==> src/rtl/core/ik_pkg.sv <==
package ik_pkg;

    // fixed formats of the datapath
    localparam int LEN_W       = 15;
    localparam int SERVO_W     = 10;
    localparam int CFG_IDX_W   = 2;
    localparam int TRIG_W      = 16;
    localparam int ONE_Q14     = 16384;
    localparam int DIV_STEPS   = 14;
    localparam int SQRT_STEPS  = 15;
    localparam int SQRT_W      = 30;
    localparam int REM_W       = 32;
    localparam int TAB_LEN     = 24;
    localparam int Z_W         = 28;
    localparam int ANG_W       = 17;
    localparam int ANG_SH      = 11;
    localparam int ANG_RND     = 1024;
    localparam int SCALE_SH    = 20;
    localparam int GUARD_W     = 23;
    localparam int HALF_PI_Q24 = 26353589;
    localparam int COUNTS_K    = 12816876;
    localparam int COUNTS_W    = 25;
    localparam int COUNTS_SH   = 29;

    // configuration register indexes
    typedef enum logic [CFG_IDX_W-1:0] {
        CFG_UPPER_ARM    = 2'd0,
        CFG_FOREARM      = 2'd1,
        CFG_SERVO_CENTER = 2'd2
    } cfg_reg_t;

    // pipeline control handed to each unit
    typedef struct packed {
        logic valid;
        logic en;
    } pipe_ctl_t;

    // atan(2^-i) in Q.24, rounded to nearest
    function automatic logic signed [Z_W-1:0] atan_tab(input int i);
        logic signed [Z_W-1:0] v;
        case (i)
            0:  v = 28'sd13176795;
            1:  v = 28'sd7778716;
            2:  v = 28'sd4110060;
            3:  v = 28'sd2086331;
            4:  v = 28'sd1047214;
            5:  v = 28'sd524117;
            6:  v = 28'sd262123;
            7:  v = 28'sd131069;
            8:  v = 28'sd65536;
            9:  v = 28'sd32768;
            10: v = 28'sd16384;
            11: v = 28'sd8192;
            12: v = 28'sd4096;
            13: v = 28'sd2048;
            14: v = 28'sd1024;
            15: v = 28'sd512;
            16: v = 28'sd256;
            17: v = 28'sd128;
            18: v = 28'sd64;
            19: v = 28'sd32;
            20: v = 28'sd16;
            21: v = 28'sd8;
            22: v = 28'sd4;
            23: v = 28'sd2;
            default: v = '0;
        endcase
        return v;
    endfunction

endpackage

==> src/rtl/core/ik_sqrt.sv <==
module ik_sqrt #(
    parameter int TAG_W = 1
) (
    input  logic                              clk,
    input  logic                              rst_n,
    input  ik_pkg::pipe_ctl_t                 ctl,
    input  logic signed [ik_pkg::TRIG_W-1:0]  c_in,
    input  logic [TAG_W-1:0]                  tag_in,
    output logic                              out_valid,
    output logic signed [ik_pkg::TRIG_W-1:0]  c_out,
    output logic [ik_pkg::LEN_W-1:0]          s,
    output logic [TAG_W-1:0]                  tag_out
);

    localparam int NS = ik_pkg::SQRT_STEPS;
    localparam int QW = ik_pkg::SQRT_W;

    logic                             v_reg   [0:NS];
    logic [QW-1:0]                    rad_reg [0:NS];
    logic [QW-1:0]                    root_reg[0:NS];
    logic signed [ik_pkg::TRIG_W-1:0] c_reg   [0:NS];
    logic [TAG_W-1:0]                 tag_reg [0:NS];
    logic signed [2*ik_pkg::TRIG_W-1:0] csq;

    assign csq = c_in * c_in;

    // radicand 1 - c^2 in Q2.28
    always_ff @(posedge clk or negedge rst_n)
    begin
        if (!rst_n)
            v_reg[0] <= 1'b0;
        else if (ctl.en)
            v_reg[0] <= ctl.valid;
    end

    always_ff @(posedge clk)
    begin
        if (ctl.en)
        begin
            rad_reg[0]  <= QW'(ik_pkg::ONE_Q14 * ik_pkg::ONE_Q14) - QW'(csq);
            root_reg[0] <= '0;
            c_reg[0]    <= c_in;
            tag_reg[0]  <= tag_in;
        end
    end

    // digit-by-digit square root, one result bit per stage
    for (genvar k = 0; k < NS; k++)
    begin : g_root
        localparam logic [QW-1:0] BIT = QW'(1) << (2 * (NS - 1 - k));
        logic [QW-1:0] trial;

        assign trial = root_reg[k] + BIT;

        always_ff @(posedge clk or negedge rst_n)
        begin
            if (!rst_n)
                v_reg[k+1] <= 1'b0;
            else if (ctl.en)
                v_reg[k+1] <= v_reg[k];
        end

        always_ff @(posedge clk)
        begin
            if (ctl.en)
            begin
                if (rad_reg[k] >= trial)
                begin
                    rad_reg[k+1]  <= rad_reg[k] - trial;
                    root_reg[k+1] <= (root_reg[k] >> 1) + BIT;
                end
                else
                begin
                    rad_reg[k+1]  <= rad_reg[k];
                    root_reg[k+1] <= root_reg[k] >> 1;
                end
                c_reg[k+1]   <= c_reg[k];
                tag_reg[k+1] <= tag_reg[k];
            end
        end
    end

    assign out_valid = v_reg[NS];
    assign c_out     = c_reg[NS];
    assign s         = root_reg[NS][ik_pkg::LEN_W-1:0];
    assign tag_out   = tag_reg[NS];

endmodule

==> config.mk <==
export PLATFORM = sky130hd
export DESIGN_NAME = ik_sqrt
export DESIGN_NICKNAME = d
export VERILOG_FILES = /design/src/rtl/core/ik_pkg.sv /design/src/rtl/core/ik_sqrt.sv
export SDC_FILE = /design/constraint.sdc
export NUM_CORES = 2
export LEC_CHECK = 0
export ABC_AREA = 0
export BUFFER_PORTS_ARGS = -buffer_cell sky130_fd_sc_hd__buf_2
export CORE_UTILIZATION = 52
export DETAILED_ROUTE_END_ITERATION = 16
export PLACE_DENSITY = 0.7
export RECOVER_POWER = 100
export SYNTH_ARGS = -nofsm -noshare
export SYNTH_HDL_FRONTEND = slang
export SYNTH_SLANG_ARGS = --single-unit
==> constraint.sdc <==
create_clock -name clk -period 2.7 [get_ports clk]
set_input_delay 0 -clock clk [delete_from_list [all_inputs] [get_ports clk]]
set_output_delay 0 -clock clk [all_outputs]
set_load 0.02 [all_outputs]
==> results.yml <==
clocking:
  cts_sinks: 842
  cts_root_buf: "clkbuf_16"
  htree_levels: 3
  cts.clk_slew.worst_paths_ps: 60
  cts_tree: "yes"
  clock_path_buffers: 3
  cts_made_buffers: 87
  clk_latency_ps: 650
drt:
  ant_nets: 0
  vias: 25494
  viasPerCell: 5.133
  wl_mm: 78.64
  routedWlPerCell_um: 15.83
  first_pass_iters: 5
  drt_iter0_drc: 1102
  drc: 0
floorplan:
  rows: 105
  coreArea_sq_mm: 0.08224
  die_x_um: 290.5
  io_pins: 54
  die_h_um: 290.5
  initial_core_util_pct: 52.63
  die_area_sq_mm: 0.08440
timing:
  slew_headroom_pct: -19.18
  tightest_slew_ps: 1788
  setup_violations: 759
  fin_skew_ps: 40.17
  finalHoldViolations: 0
  slew_viol_final: 134
  min_period_over_period_pct: 187.8
  rsz0062_at_grt: "true"
  max_freq_mhz: 197.2
  setup_slack_ps: -2372
  fin_crit_ps: 5072
yosys:
  yosys_warnings: 0
  synth.avg_cell_area_sq_um: 13.39
  syn-instance-count: 3232
  ys_types: 78
  ys_async_sr_fraction_pct: 1.900
  synth_top_area_share_pct: 57.30
  yosys-top-cells-count: "826 x edfxtp_1, 513 x inv_1, 230 x ha_1"
  yosysMostFrequentCell: "edfxtp_1"
  ys.flop_type: "edfxtp_1"
  synth_edf_count: 826
  syn_area_sq_mm: 0.04329
  synth_largest_area_cell: "edfxtp_1"
  synth_seq_cells: 842
  seq_area_frac_synth_pct: 58.23
  syn-num-nets: 3712
  ys_top_cells_by_area: "edfxtp_1 57%, fa_1 11%, ha_1 6.6%"
placement:
  dp_hpwl_mm: 55.34
  io_buffers: 53
  place_ws_ps: -3263
  routabilityCongestion: 0.8741
global_route:
  antenna_found_initial: 0
  grt_pass1_wl_mm: 128.1
  grt_pass1_vias: 26406
  grt_max_degree: 193
  grt_overflow: 0
  grt_usage_pct: 18.80
setup_path:
  cp.required_ps: 3080
  path_class: "in2reg"
  arrival_ps: 5450
  path_max_fanout: 6
  cp-start-kind: "input port"
  worstSetupEndpointType: "register"
pwr:
  p_leak_nw: 21.77
  power_density_mw_per_mm2: 1368
  peakVddDrop_mv: 5.975
  total_power_mw: 73.05
final_layout:
  largest_reg_flops: 435
  area_growth_pct: 23.39
  drive_gt1_share_pct: 24.41
  nNetsFinal: 4305
job:
  maxCapViolations: 2
run_status:
  status: "finished, violations left"
  violations: "capacitance limit, slew limit, setup timing"
min_path:
  min_path_type: "in2reg"
## path summary, 6_finish.rpt
| path | slack, ps | depth (start not counted) | startpoint | endpoint |
|---|---|---|---|---|
| setup / recovery | -2370 | 24 | c_in[4] | rad_reg[0][29] |
| hold / removal | 80 | 2 | tag_in | tag_reg[0] |
| setup reg to reg | -470 | 9 | rad_reg[1][142] | rad_reg[1][179] |
| hold reg to reg | 410 | 0 | c_reg[6][9] | c_reg[7][9] |
| max in group asynchronous | 1800 | 3 | rst_n | v_reg[7] |
| min in group asynchronous | 460 | 3 | rst_n | v_reg[14] |
## cells by family (layout without fill, tap and decap cells)
group,after synthesis,after routing,share of synthesized area (%)
flops,842,842,58.23
simple gates,706,706,8.493
buf+inv,584,1248,5.073
fa+ha+maj,459,459,17.24
compound gates,394,394,5.813
xor+xnor,219,219,4.431
mux,28,28,0.7226
other cells,0,1,0
## worst max-delay path: stages
cell,delay [ps]
buf_8,90
and2_4,150
inv_2,40
fa_1,530
inv_1,60
fa_1,500
fa_1,560
inv_2,40
fa_1,480
fa_1,500
inv_1,50
fa_1,480
inv_1,50
ha_2,170
buf_4,130
a21o_1,170
a21o_1,160
a21oi_2,190
o21ai_2,100
a221o_1,340
a31oi_4,230
o211ai_1,120
a31oi_1,220
xnor2_1,90
## per-stage QoR
stage	hold WS [ps]	utilization (%)	instance area [sq um]	cells	setup TNS (ps)
6_report	77.49	64.94	53410	4967	-266670
4_1_cts	34.97	63.71	52400	4919	-43690
2_1_floorplan	-295.6	-	43930	3232	-48040
3_3_place_gp	-75.81	58.77	48330	4712	-68640
5_1_grt	68.15	64.94	53410	4966	-415220
3_5_place_dp	-72.67	58.77	48330	4712	-70570
## power by group
| group | switching [mW] | total (mW) | internal [mW] |
|---|---|---|---|
| sequential | 1.06 | 19.1 | 18.0 |
| combinational | 20.0 | 41.8 | 21.7 |
| clock | 4.98 | 12.2 | 7.19 |
| total | 26.1 | 73.1 | 47.0 |
## cells in the final DEF, fill, tap and decap left out, types with 58 or more instances in the layout
| master | n |
|---|---|
| xor2_1 | 90 |
| edfxtp_1 | 826 |
| clkbuf_16 | 87 |
| fa_1 | 219 |
| a21oi_1 | 64 |
| buf_4 | 411 |
| nand2_1 | 194 |
| clkbuf_1 | 63 |
| nor2_1 | 95 |
| ha_1 | 193 |
| o21ai_1 | 58 |
| inv_1 | 476 |
| xnor2_1 | 123 |
## routing by layer
layer  GRT usage [%]  wire length (um)
met4           5.781              1941
met5               0                 0
met1           22.56             32300
met2           34.78             41730
met3           2.723              2669
## area by class of cell
class / count / area, sq um
Inverter: 519 / 1958
Timing Repair Buffer: 569 / 4457
Clock buffer: 107 / 2262
Clock inverter: 53 / 703.2
Tap cell: 1070 / 1339
Fill cell: 5858 / 28830
Sequential cell: 842 / 25200
Multi-Input combinational cell: 1806 / 17490
Antenna cell: 1 / 2.502
## timing repair
action,CTS,global route
hold endpoints to repair,86,0
endpoints found under the setup margin,102,161
resized for setup,161,197
pin swaps,82,139
hold buffers,22,0
setup buffers,26,52
(Power assumes the default switching activity.)
