$ cat config.mk
export PLATFORM = sky130hd
export DESIGN_NAME = ik_cos_unit
export DESIGN_NICKNAME = d
export VERILOG_FILES = /design/src/rtl/core/ik_pkg.sv /design/src/rtl/core/ik_cos_unit.sv
export SDC_FILE = /design/constraint.sdc
export NUM_CORES = 2
export LEC_CHECK = 0
export ABC_AREA = 0
export BUFFER_PORTS_ARGS = -buffer_cell sky130_fd_sc_hd__buf_2
export CORE_MARGIN = 10
export CORE_UTILIZATION = 35
export DETAILED_ROUTE_END_ITERATION = 8
export HOLD_SLACK_MARGIN = 0.05
export SYNTH_ARGS = -nofsm -noshare
export SYNTH_HDL_FRONTEND = slang
export SYNTH_SLANG_ARGS = --single-unit
export TNS_END_PERCENT = 20
$ cat constraint.sdc
create_clock -name clk -period 10.9 [get_ports clk]
set_input_delay 0 -clock clk [delete_from_list [all_inputs] [get_ports clk]]
set_output_delay 0 -clock clk [all_outputs]
set_load 0.05 [all_outputs]
$ cat src/rtl/core/ik_pkg.sv
package ik_pkg;

    // fixed formats of the datapath
    localparam int LEN_W       = 15;
    localparam int SERVO_W     = 10;
    localparam int CFG_IDX_W   = 2;
    localparam int TRIG_W      = 16;
    localparam int ONE_Q14     = 16384;
    localparam int DIV_STEPS   = 14;
    localparam int SQRT_STEPS  = 15;
    localparam int SQRT_W      = 30;
    localparam int REM_W       = 32;
    localparam int TAB_LEN     = 24;
    localparam int Z_W         = 28;
    localparam int ANG_W       = 17;
    localparam int ANG_SH      = 11;
    localparam int ANG_RND     = 1024;
    localparam int SCALE_SH    = 20;
    localparam int GUARD_W     = 23;
    localparam int HALF_PI_Q24 = 26353589;
    localparam int COUNTS_K    = 12816876;
    localparam int COUNTS_W    = 25;
    localparam int COUNTS_SH   = 29;

    // configuration register indexes
    typedef enum logic [CFG_IDX_W-1:0] {
        CFG_UPPER_ARM    = 2'd0,
        CFG_FOREARM      = 2'd1,
        CFG_SERVO_CENTER = 2'd2
    } cfg_reg_t;

    // pipeline control handed to each unit
    typedef struct packed {
        logic valid;
        logic en;
    } pipe_ctl_t;

    // atan(2^-i) in Q.24, rounded to nearest
    function automatic logic signed [Z_W-1:0] atan_tab(input int i);
        logic signed [Z_W-1:0] v;
        case (i)
            0:  v = 28'sd13176795;
            1:  v = 28'sd7778716;
            2:  v = 28'sd4110060;
            3:  v = 28'sd2086331;
            4:  v = 28'sd1047214;
            5:  v = 28'sd524117;
            6:  v = 28'sd262123;
            7:  v = 28'sd131069;
            8:  v = 28'sd65536;
            9:  v = 28'sd32768;
            10: v = 28'sd16384;
            11: v = 28'sd8192;
            12: v = 28'sd4096;
            13: v = 28'sd2048;
            14: v = 28'sd1024;
            15: v = 28'sd512;
            16: v = 28'sd256;
            17: v = 28'sd128;
            18: v = 28'sd64;
            19: v = 28'sd32;
            20: v = 28'sd16;
            21: v = 28'sd8;
            22: v = 28'sd4;
            23: v = 28'sd2;
            default: v = '0;
        endcase
        return v;
    endfunction

endpackage

$ cat src/rtl/core/ik_cos_unit.sv
module ik_cos_unit #(
    parameter int COORD_WIDTH = 16,
    parameter int TAG_W       = 1
) (
    input  logic                               clk,
    input  logic                               rst_n,
    input  ik_pkg::pipe_ctl_t                  ctl,
    input  logic signed [COORD_WIDTH-1:0]      x,
    input  logic signed [COORD_WIDTH-1:0]      y,
    input  logic [TAG_W-1:0]                   tag_in,
    input  logic [ik_pkg::LEN_W-1:0]           l1,
    input  logic [ik_pkg::LEN_W-1:0]           l2,
    output logic                               out_valid,
    output logic signed [ik_pkg::TRIG_W-1:0]   c,
    output logic [TAG_W-1:0]                   tag_out
);

    localparam int AW = 2 * COORD_WIDTH;
    localparam int SW = ((AW > ik_pkg::REM_W) ? AW : ik_pkg::REM_W) + 1;
    localparam int NS = ik_pkg::DIV_STEPS;
    localparam int RW = ik_pkg::REM_W;

    logic                    v0_reg, v1_reg;
    logic [COORD_WIDTH-1:0]  ax_reg, ay_reg;
    logic [TAG_W-1:0]        tag0_reg, tag1_reg;
    logic [AW-1:0]           a_reg;
    logic [RW-1:0]           b_reg, den1_reg;
    logic [RW-1:0]           l1w, l2w;
    logic [SW-1:0]           aw, bw, dw;
    logic                    hi, lo;

    logic                    vd_reg    [0:NS];
    logic [TAG_W-1:0]        tagd_reg  [0:NS];
    logic [RW-1:0]           rem_reg   [0:NS];
    logic [RW-1:0]           den_reg   [0:NS];
    logic [NS-1:0]           q_reg     [0:NS];
    logic                    clamp_reg [0:NS];
    logic                    neg_reg   [0:NS];

    assign l1w = RW'(l1);
    assign l2w = RW'(l2);

    // magnitudes of the target coordinates
    always_ff @(posedge clk or negedge rst_n)
    begin
        if (!rst_n)
        begin
            v0_reg <= 1'b0;
            v1_reg <= 1'b0;
        end
        else if (ctl.en)
        begin
            v0_reg <= ctl.valid;
            v1_reg <= v0_reg;
        end
    end

    always_ff @(posedge clk)
    begin
        if (ctl.en)
        begin
            ax_reg   <= x[COORD_WIDTH-1] ? COORD_WIDTH'(-x) : COORD_WIDTH'(x);
            ay_reg   <= y[COORD_WIDTH-1] ? COORD_WIDTH'(-y) : COORD_WIDTH'(y);
            tag0_reg <= tag_in;
            // squared reach and law of cosines terms
            a_reg    <= AW'(AW'(ax_reg) * AW'(ax_reg)) + AW'(AW'(ay_reg) * AW'(ay_reg));
            b_reg    <= RW'(l1w * l1w) + RW'(l2w * l2w);
            den1_reg <= RW'(l1w * l2w) << 1;
            tag1_reg <= tag0_reg;
        end
    end

    // saturation checks and numerator magnitude
    assign aw = SW'(a_reg);
    assign bw = SW'(b_reg);
    assign dw = SW'(den1_reg);
    assign hi = aw >= bw + dw;
    assign lo = aw + dw <= bw;

    always_ff @(posedge clk or negedge rst_n)
    begin
        if (!rst_n)
            vd_reg[0] <= 1'b0;
        else if (ctl.en)
            vd_reg[0] <= v1_reg;
    end

    always_ff @(posedge clk)
    begin
        if (ctl.en)
        begin
            tagd_reg[0]  <= tag1_reg;
            den_reg[0]   <= den1_reg;
            q_reg[0]     <= '0;
            clamp_reg[0] <= hi || lo;
            neg_reg[0]   <= hi ? 1'b0 : (lo ? 1'b1 : (aw < bw));
            rem_reg[0]   <= (aw < bw) ? RW'(bw - aw) : RW'(aw - bw);
        end
    end

    // restoring divider, one quotient bit per stage
    for (genvar k = 0; k < NS; k++)
    begin : g_div
        logic [RW-1:0] r2;
        logic          take;

        assign r2   = rem_reg[k] << 1;
        assign take = r2 >= den_reg[k];

        always_ff @(posedge clk or negedge rst_n)
        begin
            if (!rst_n)
                vd_reg[k+1] <= 1'b0;
            else if (ctl.en)
                vd_reg[k+1] <= vd_reg[k];
        end

        always_ff @(posedge clk)
        begin
            if (ctl.en)
            begin
                rem_reg[k+1]   <= take ? r2 - den_reg[k] : r2;
                q_reg[k+1]     <= {q_reg[k][NS-2:0], take};
                den_reg[k+1]   <= den_reg[k];
                tagd_reg[k+1]  <= tagd_reg[k];
                clamp_reg[k+1] <= clamp_reg[k];
                neg_reg[k+1]   <= neg_reg[k];
            end
        end
    end

    // signed cosine, truncated toward zero
    always_comb
    begin
        if (clamp_reg[NS])
            c = neg_reg[NS] ? -(ik_pkg::TRIG_W)'(ik_pkg::ONE_Q14)
                            : (ik_pkg::TRIG_W)'(ik_pkg::ONE_Q14);
        else if (neg_reg[NS])
            c = -(ik_pkg::TRIG_W)'(q_reg[NS]);
        else
            c = (ik_pkg::TRIG_W)'(q_reg[NS]);
    end

    assign out_valid = vd_reg[NS];
    assign tag_out   = tagd_reg[NS];

endmodule

==> impl_metrics.ini <==
[outcome]
outcome = finished, final reports clean

[drt]
wl_um = 257000
dr_total_vias = 70400
drc = 0
initialDrtViolationCount = 3828
detail-route-antenna-nets = 0
first_pass_iters = 7
wire_per_inst_um = 18.4
viasPerCell = 5.05

[clock_network]
cts-root-buf = clkbuf_16
cts_setup_buffers = 0
cts_tree = done
cts_resized = 0
clkTransAtPathRegs_ps = 60
cts.sinks = 1134
cts_max_level = 3
clockBufferDepth = 3
cts_made_buffers = 120
hold_buffers = 71
clock_latency_ps = 780

[timing]
final-max-slew-violation-count = 0
final.setup_skew_ps = 48.6
tns_ps = 0
slew_headroom = 0.0779
max_freq_mhz = 122
period_minus_slack_ps = 8220
hold_viol = 0
setup_viol_count_final = 0
rsz0062_at_grt = false
post-route-period-util = 0.754
worst_pin_slew_ps = 1370

[synth]
synthArstFlopShare = 0.0150
synth_fa_ha_area_frac = 0.301
ys_types = 102
synth_flop_cell = edfxtp_1
synth_xor_area_frac = 0.0431
synth_cells = 9852
synth_top_family_by_area = adder cells
synth_seq_cells = 1134
syn_nets = 11900
synth-simple-area-share = 0.101
synth.cell_area_sq_mm = 0.104
muxShareOfSynthArea = 0.0426
synth_compound_gate_area_share = 0.111
ys_seq_area_frac = 0.328
yosys_warnings = 0
avgSynthCellArea_sq_um = 10.5
synth-edff-count = 1117

[global_routing]
busiest_layer = met2
antenna_found_initial = 11
grt_use_met3 = 0.0161
first_global_vias = 75300
grt_usage = 0.160
grt_util_met2 = 0.294
grt-ovfl-total = 0
grt_pass1_wl_um = 409000
grt_max_degree = 172
use_met1 = 0.186

[floorplanning]
fp.dieW_um = 564
initial_core_util = 0.352
ios = 85
die_area_sq_mm = 0.318
rows = 199
core_area_sq_mm = 0.294
fp.dieH_um = 564

[worst_setup_path]
cpMostUsedCell = fa_1
startpoint_type = register
path_cells = nand2_1, fa_1, inv_1, fa_1, inv_1, fa_1, fa_1, fa_1, inv_1, fa_1, fa_1, fa_1, ha_1, o21ai_0, a21boi_0, a21oi_1, o21ai_0, a21oi_1, a21oi_1, a21oi_1, o21ai_0, xnor2_1
crit_family = adder cells
end_kind = register
critPathBufInv = 3
crit_path_max_incr_delay_ps = 760
critPathRequiredTime_ps = 11370
critPathKind = reg2reg
path_max_fanout = 17
critPathSlowestCell = edfxtp_1
cp.arrival_ps = 8690

[place]
place_congestion = 0.948
io_buffers = 84
hpwl_um = 208000

[min_path]
hp-class = in2reg

[finish]
final_cell_mix = 1767 x inv_1, 1117 x edfxtp_1, 1057 x ha_1
regArea_sq_mm = 0.0340
nFillCells = 28600
fin_nets = 12000
syn_to_final_growth_pct = 9.00
layout_commonest_cell = inv_1
drive_above_1_share = 0.0719
multi_input_area_sq_mm = 0.0621
largest_reg_flops = 421

[flow_run]
drv_cap = 0
-- metrics by stage --
stage	std cells	hold WS, ps	utilization	setup slack (ps)	area, sq um
final	14000	150	0.384	2680	113000
after global routing	14000	131	0.384	2160	113000
after CTS	14000	69.6	0.384	2580	113000
after detailed placement	13700	-54.6	0.368	2600	108000
after global placement	13700	-75.8	0.368	2560	108000
after floorplan	9852	-296	-	3800	104000
-- cells in the mapped netlist (all sizes together), types with 14 or more instances --
cell,count,area [sq um]
o21ai,343,1730
a21boi,32,240
a221o,15,150
nor3,136,692
o31ai,45,343
nor2,391,1480
mux2,344,3950
a2111oi,17,168
a21o,286,2150
a211o,18,158
nand4,76,475
nor4,22,138
inv,1768,6640
buf,58,375
and4,24,210
edfxtp,1117,33500
nand2,680,2550
o21bai,75,563
o21a,89,668
nand3,114,571
ha,1057,13200
mux2i,47,470
o221ai,17,180
and3,72,455
o211a,14,140
fa,899,18000
xor2,148,1300
nand2b,62,388
or2,33,206
or3,59,379
clkbuf,165,619
nor2b,94,588
dfrtp,17,425
o31a,18,158
a31o,14,123
or4,14,105
o211ai,41,318
and2,298,1870
xnor2,362,3170
a21oi,498,2520
a31oi,62,415
a221oi,17,155
a211oi,53,403
-- logic make-up after synthesis --
| group | count (synthesis) |
|---|---|
| XOR/XNOR | 510 |
| buffers and inverters | 1991 |
| flip-flops | 1134 |
| AO/OA/AOI/OAI | 1753 |
| multiplexers | 391 |
| AND/OR/NAND/NOR | 2117 |
| adder cells (fa/ha/maj) | 1956 |
-- tightest hold or removal path: cells and delay by family --
family,cells,cell delay [ps]
buf+inv,2,630
xor+xnor,1,80
-- area by class of cell --
cell class,count,share of cell area
clock inverters,69,0.00634
clock buffers,150,0.0287
flip-flops and latches,1134,0.301
diodes,6,0.000133
multi-input cells,6727,0.549
inverters,1768,0.0587
repair buffers,187,0.0127
well taps,3919,0.0434
-- metal layers --
metal / vias up / part of all wire
met2: 1403 / 0.51
met4: 4 / 0.053
met5: - / 0.000082
met1: 34800 / 0.40
li1: 33700 / -
met3: 521 / 0.032
-- final timing paths --
check / from / end / slack (ps) / cells after the start
worst max register to register: ax_reg[4] / a_reg[31] / 2680 / 22
min in group asynchronous: rst_n / vd_reg[2] / 390 / 3
worst max-delay path: ax_reg[4] / a_reg[31] / 2680 / 22
worst min-delay path: x[14] / ax_reg[14] / 150 / 3
max in group asynchronous: rst_n / vd_reg[12] / 10040 / 3
worst min register to register: q_reg[2][17] / q_reg[3][4] / 410 / 0
Power is left out: the tool's default activity adds up to more than one toggle a clock period on the data nets, which glitch-free logic cannot reach.
